===== config.mk =====
export PLATFORM = sky130hd
export DESIGN_NAME = mmq_modcfg
export DESIGN_NICKNAME = d
export VERILOG_FILES = /design/src/design/mmq_pkg.sv /design/src/design/mmq_modcfg.sv
export SDC_FILE = /design/constraint.sdc
export NUM_CORES = 1
export LEC_CHECK = 0
export ABC_CLOCK_PERIOD_IN_PS = 4760
export BUFFER_PORTS_ARGS = -buffer_cell sky130_fd_sc_hd__buf_2
export CORE_UTILIZATION = 38
export DETAILED_ROUTE_END_ITERATION = 12
export PLACE_DENSITY = 0.62
export SKIP_CTS_REPAIR_TIMING = 1
export SLEW_MARGIN = 20
export SYNTH_ARGS = -nofsm -noshare
export SYNTH_HDL_FRONTEND = slang
export SYNTH_SLANG_ARGS = --single-unit
export TNS_END_PERCENT = 10

===== constraint.sdc =====
create_clock -name clk -period 4.76 [get_ports clk]
set_clock_uncertainty 0.15 [all_clocks]
set_input_delay 0.714 -clock clk [delete_from_list [all_inputs] [get_ports clk]]
set_output_delay 0.714 -clock clk [all_outputs]
set_load 0.005 [all_outputs]

===== src/design/mmq_pkg.sv =====
// ----------------------------------------------------------------------------
// mmq_pkg
// Shared constants for the masked share multiplier: share and pair counts,
// lane layout, pipeline stage map and the modulus register.
// ----------------------------------------------------------------------------
`default_nettype none

package mmq_pkg;

  localparam int unsigned SHARE_BITS_DEF = 15;
  localparam int unsigned SHARE_COUNT    = 3;
  localparam int unsigned PAIR_COUNT     = (SHARE_COUNT * (SHARE_COUNT - 1)) / 2;

  // reduction lanes: a shares, b shares, masks / diagonal and cross products
  localparam int unsigned IN_LANES   = 2 * SHARE_COUNT + PAIR_COUNT;
  localparam int unsigned PROD_LANES = SHARE_COUNT + 2 * PAIR_COUNT;

  // terms summed per output share: diagonal, one mask per partner,
  // two cross products per lower partner
  localparam int unsigned TERM_MAX   = 3 * (SHARE_COUNT - 1) + 1;
  localparam int unsigned TREE_LVLS  = $clog2(TERM_MAX);
  localparam int unsigned TERM_SLOTS = 1 << TREE_LVLS;
  localparam int unsigned HALF_SLOTS = TERM_SLOTS / 2;

  // pipeline stage map
  localparam int unsigned RED_STAGES = 3;
  localparam int unsigned ST_PROD    = RED_STAGES;
  localparam int unsigned ST_RED2    = RED_STAGES + 1;
  localparam int unsigned ST_TREE    = 2 * RED_STAGES + 1;
  localparam int unsigned NUM_STAGES = ST_TREE + TREE_LVLS;

  // modulus register
  localparam int unsigned MOD_W     = 16;
  localparam int unsigned MOD_RESET = 3329;

endpackage

`default_nettype wire


===== src/design/mmq_modcfg.sv =====
// ----------------------------------------------------------------------------
// mmq_modcfg
// Modulus register with clamping, plus a bit-serial divider that derives the
// reduction constant mu = floor(2^(2*SHARE_BITS) / q) after every write.
// ----------------------------------------------------------------------------
`default_nettype none

module mmq_modcfg import mmq_pkg::*; #(
  parameter int unsigned SHARE_BITS = SHARE_BITS_DEF
) (
  input  logic                    clk,
  input  logic                    rst_n,
  input  logic                    cfg_we,
  input  logic [MOD_W-1:0]        cfg_wdata,
  output logic [SHARE_BITS:0]     q,
  output logic [2*SHARE_BITS:0]   mu,
  output logic                    busy
);

  localparam int unsigned QW    = SHARE_BITS + 1;
  localparam int unsigned MUW   = 2 * SHARE_BITS + 1;
  localparam int unsigned STW   = $clog2(MUW);
  localparam int unsigned CW    = MUW + QW;
  localparam int unsigned CAP_I = 1 << SHARE_BITS;
  localparam int unsigned Q_RST = (MOD_RESET > CAP_I) ? CAP_I : MOD_RESET;
  localparam int unsigned MU_RST = (1 << (2 * SHARE_BITS)) / Q_RST;
  localparam logic [MOD_W-1:0] CAP      = MOD_W'(CAP_I);
  localparam logic [STW-1:0]   LAST_STEP = STW'(MUW - 1);

  logic [QW-1:0]  q_r, q_nxt;
  logic [MUW-1:0] mu_r, mu_nxt;
  logic [QW-1:0]  rem_r, rem_nxt;
  logic [STW-1:0] step_r, step_nxt;
  logic           busy_r;
  logic [QW:0]    sh;
  logic [QW:0]    sh_sub;
  logic           ge;

  // clamp the written modulus into 1 .. 2^SHARE_BITS
  always_comb begin
    priority if (cfg_wdata < MOD_W'(2)) begin
      q_nxt = QW'(1);
    end else if (cfg_wdata > CAP) begin
      q_nxt = QW'(CAP);
    end else begin
      q_nxt = cfg_wdata[QW-1:0];
    end
  end

  // restoring division of 2^(2*SHARE_BITS) by q, msb first
  always_comb begin
    sh       = {rem_r, (step_r == '0)};
    sh_sub   = sh - {1'b0, q_r};
    ge       = (sh >= {1'b0, q_r});
    rem_nxt  = ge ? sh_sub[QW-1:0] : sh[QW-1:0];
    mu_nxt   = {mu_r[MUW-2:0], ge};
    step_nxt = step_r + STW'(1);
  end

  always_ff @(posedge clk) begin
    if (!rst_n) begin
      q_r    <= QW'(Q_RST);
      mu_r   <= MUW'(MU_RST);
      busy_r <= 1'b0;
      step_r <= '0;
    end else if (cfg_we) begin
      q_r    <= q_nxt;
      busy_r <= 1'b1;
      step_r <= '0;
      rem_r  <= '0;
    end else if (busy_r) begin
      rem_r  <= rem_nxt;
      mu_r   <= mu_nxt;
      step_r <= step_nxt;
      if (step_r == LAST_STEP) begin
        busy_r <= 1'b0;
      end
    end
  end

  assign q    = q_r;
  assign mu   = mu_r;
  assign busy = busy_r;

  logic [CW-1:0] chk_prod;
  assign chk_prod = CW'(mu_r) * CW'(q_r);

  // mu must be the exact floor quotient whenever the datapath may use it
  a_mu_exact: assert property (@(posedge clk) disable iff (!rst_n)
    !busy_r |-> (chk_prod <= (CW'(1) << (2 * SHARE_BITS))) &&
                ((CW'(1) << (2 * SHARE_BITS)) - chk_prod < CW'(q_r)))
    else $error("reduction constant does not match modulus");

  a_q_range: assert property (@(posedge clk) disable iff (!rst_n)
    (q_r != '0) && (q_r <= QW'(CAP)))
    else $error("effective modulus out of range");

endmodule

`default_nettype wire


==> reports/metrics.cfg <==
[status]
status = finished clean

[placed_design]
dpl.hpwl_um = 6580
finalWeightedCongestion = 0.852
dp_cells = 608
post-place-ws_ns = 1.17
place_area_um2 = 4010
io_buffers = 66

[hold_path]
min_to = mu[12]$_SDFFE_PN0P_
hold_path.startpoint = mu[11]$_SDFFE_PN1P_
hold_depth = 2
hp-class = register to register

[clock_network]
cts.path.max_buffers = 2
htreeDepth = 3
tritoncts = built
cts_root_buffer = clkbuf_8
cts_sinks = 69
clk-insertion-delay-late_ns = 0.35
clkTransAtPathRegs_ns = 0.09
cts_buffers = 9

[sta]
grt_setup_unrepaired = no
setup_tns_ns = 0
slew_violations = 0
finalHoldViolations = 0
post-route-period-util = 0.761
setup_violations = 0
finalWorstSetupSlack_ns = 1.14
timing.slew.headroom = 0.349
layout_min_cycle_time_ns = 3.62
worst_pin_slew_ns = 0.970
hold_slack_ns = 0.319
timing.fmax_mhz = 276

[grt]
track_usage = 0.200
antenna_found_initial = 1
grt_pass1_vias = 3122
grt_max_degree = 33
grt_pass1_wl_um = 15600
grt_overflow = 0

[yosys]
synth_edf_count = 16
syn-cell-area_um2 = 3610
ys_ff_latch = 69
synthCells = 436
yosysWarnings = 0
syn_nets = 475
async_flop_share = 0
ys.flop_type = dfxtp_1
synthDistinctLibCells = 49
yosysSeqAreaShare = 0.427
synth.avg_cell_area_um2 = 8.28

[worst_setup_path]
crit_arrival_ns = 3.65
end_kind = register
r2r_slack_ns = 1.14
crit_path_frequent_cell = ha_1
r2r-start = step_r[0]$_SDFFE_PP0P_
r2r_end = rem_r[0]$_SDFFCE_PP0P_
critPathRequiredTime_ns = 4.78
slowest_stage = o41ai_4
crit_type = register to register
rr_worst_depth = 9
max_stage_delay_ns = 0.85
start_kind = register
worstPathCellList = inv_1 -> ha_1 -> or4b_2 -> ha_1 -> nand3_1 -> or3_4 -> o41ai_4 -> nor2_1 -> a211oi_1
critPathMaxFanout = 15

[finish]
fin_cells = 624
fin_area_um2 = 4270
final_common_cell = nand2_1
antennaDiodeCount = 0
layout-drive-gt1-share = 0.184
final_cell_mix = nand2_1 (88), buf_2 (66), dfxtp_1 (53)
nFillCells = 914
nets = 529
final_util = 0.462
area_growth_pct = 18.3

[job]
maxCapViolCount = 0

[routing]
routedWlPerCell_um = 15.1
vias = 3269
firstDrtPassIters = 5
drt-total-wl_um = 9410
vias_per_cell = 5.24
drc_errors = 0
ant_nets = 0
drt_iter0_drc = 335

[pwr]
peakVddDrop_mv = 0.180
power_mw = 1.60
p_leak_nw = 1.76
p_per_area_nw_per_um2 = 375

[floorplan]
rows = 35
pin_count = 67
dieArea_um2 = 9890
die_h_um = 99.5
start_util = 0.391
die_w_um = 99.5
coreArea_um2 = 9240

-- worst max path at each step --
stage / start / to / slack [ns]
after floorplan: step_r[0]$_SDFFE_PP0P_ / rem_r[0]$_SDFFCE_PP0P_ / 1.52
after global placement: step_r[0]$_SDFFE_PP0P_ / rem_r[0]$_SDFFCE_PP0P_ / 1.22
after detailed placement: step_r[0]$_SDFFE_PP0P_ / rem_r[0]$_SDFFCE_PP0P_ / 1.17
after CTS: step_r[0]$_SDFFE_PP0P_ / rem_r[0]$_SDFFCE_PP0P_ / 1.14
after global routing: step_r[0]$_SDFFE_PP0P_ / rem_r[12]$_SDFFCE_PP0P_ / 0.87
final: step_r[0]$_SDFFE_PP0P_ / rem_r[0]$_SDFFCE_PP0P_ / 1.14
-- critical path: cells and delay by family, from the launching register on --
family                   cells  cell delay (ns)
AO/OA/AOI/OAI                2             1.11
buffers and inverters        1             0.09
AND/OR/NAND/NOR              4             1.26
adder cells (fa/ha/maj)      2             0.47
flip-flops                   1             0.35
-- cell usage after synthesis (4+ instances only) --
| cell | count | share of area |
|---|---|---|
| xor2_1 | 6 | 0.015 |
| mux2i_1 | 6 | 0.017 |
| nand4_1 | 5 | 0.0087 |
| xnor2_1 | 7 | 0.017 |
| nor2_1 | 20 | 0.021 |
| nor3_1 | 7 | 0.0097 |
| nor4_1 | 4 | 0.0069 |
| nand2b_1 | 6 | 0.010 |
| nand2_1 | 88 | 0.092 |
| buf_2 | 4 | 0.0055 |
| o21ai_0 | 26 | 0.036 |
| inv_1 | 23 | 0.024 |
| clkbuf_1 | 17 | 0.018 |
| edfxtp_1 | 16 | 0.13 |
| o211ai_1 | 6 | 0.012 |
| dfxtp_1 | 53 | 0.29 |
| a21oi_1 | 42 | 0.058 |
| a211oi_1 | 10 | 0.021 |
| nand3_1 | 31 | 0.043 |
| ha_1 | 19 | 0.066 |
| a21o_1 | 4 | 0.0083 |
-- power breakdown --
group	leakage, nW	internal (mW)	switching (mW)
Clock	0.126	0.337	0.261
Combinational	1.04	0.137	0.203
Sequential	0.590	0.640	0.0244
-- flip-flops by register name, indices dropped and copies added, names as in the netlist --
name and count:
q 16, step_r 5, busy 1, mu 31, rem_r 16
-- final cells by class --
type | instances | area [um2] | share of cell area
Inverter | 23 | 86.3 | 0.0202
Tap cell | 129 | 161 | 0.0378
Clock inverter | 6 | 100 | 0.0234
Clock buffer | 10 | 149 | 0.0349
Multi-Input combinational cell | 321 | 1900 | 0.445
Timing Repair Buffer | 66 | 330 | 0.0774
Sequential cell | 69 | 1540 | 0.361
-- kinds of logic after synthesis --
logic type	after synthesis	share of synthesized area
xor+xnor	13	0.0315
buf+inv	46	0.0496
flops	69	0.427
fa+ha+maj	20	0.0714
mux	6	0.0166
compound gates	106	0.182
simple gates	176	0.221
-- metal layers --
| layer | GRT usage | vias to the layer above | share of wire |
|---|---|---|---|
| met4 | 0.0690 | 2 | 0.015 |
| met5 | 0 | - | 0.0014 |
| li1 | - | 1634 | - |
| met2 | 0.318 | 78 | 0.47 |
| met1 | 0.267 | 1540 | 0.46 |
| met3 | 0.0485 | 15 | 0.049 |
(Power assumes the default switching activity.)
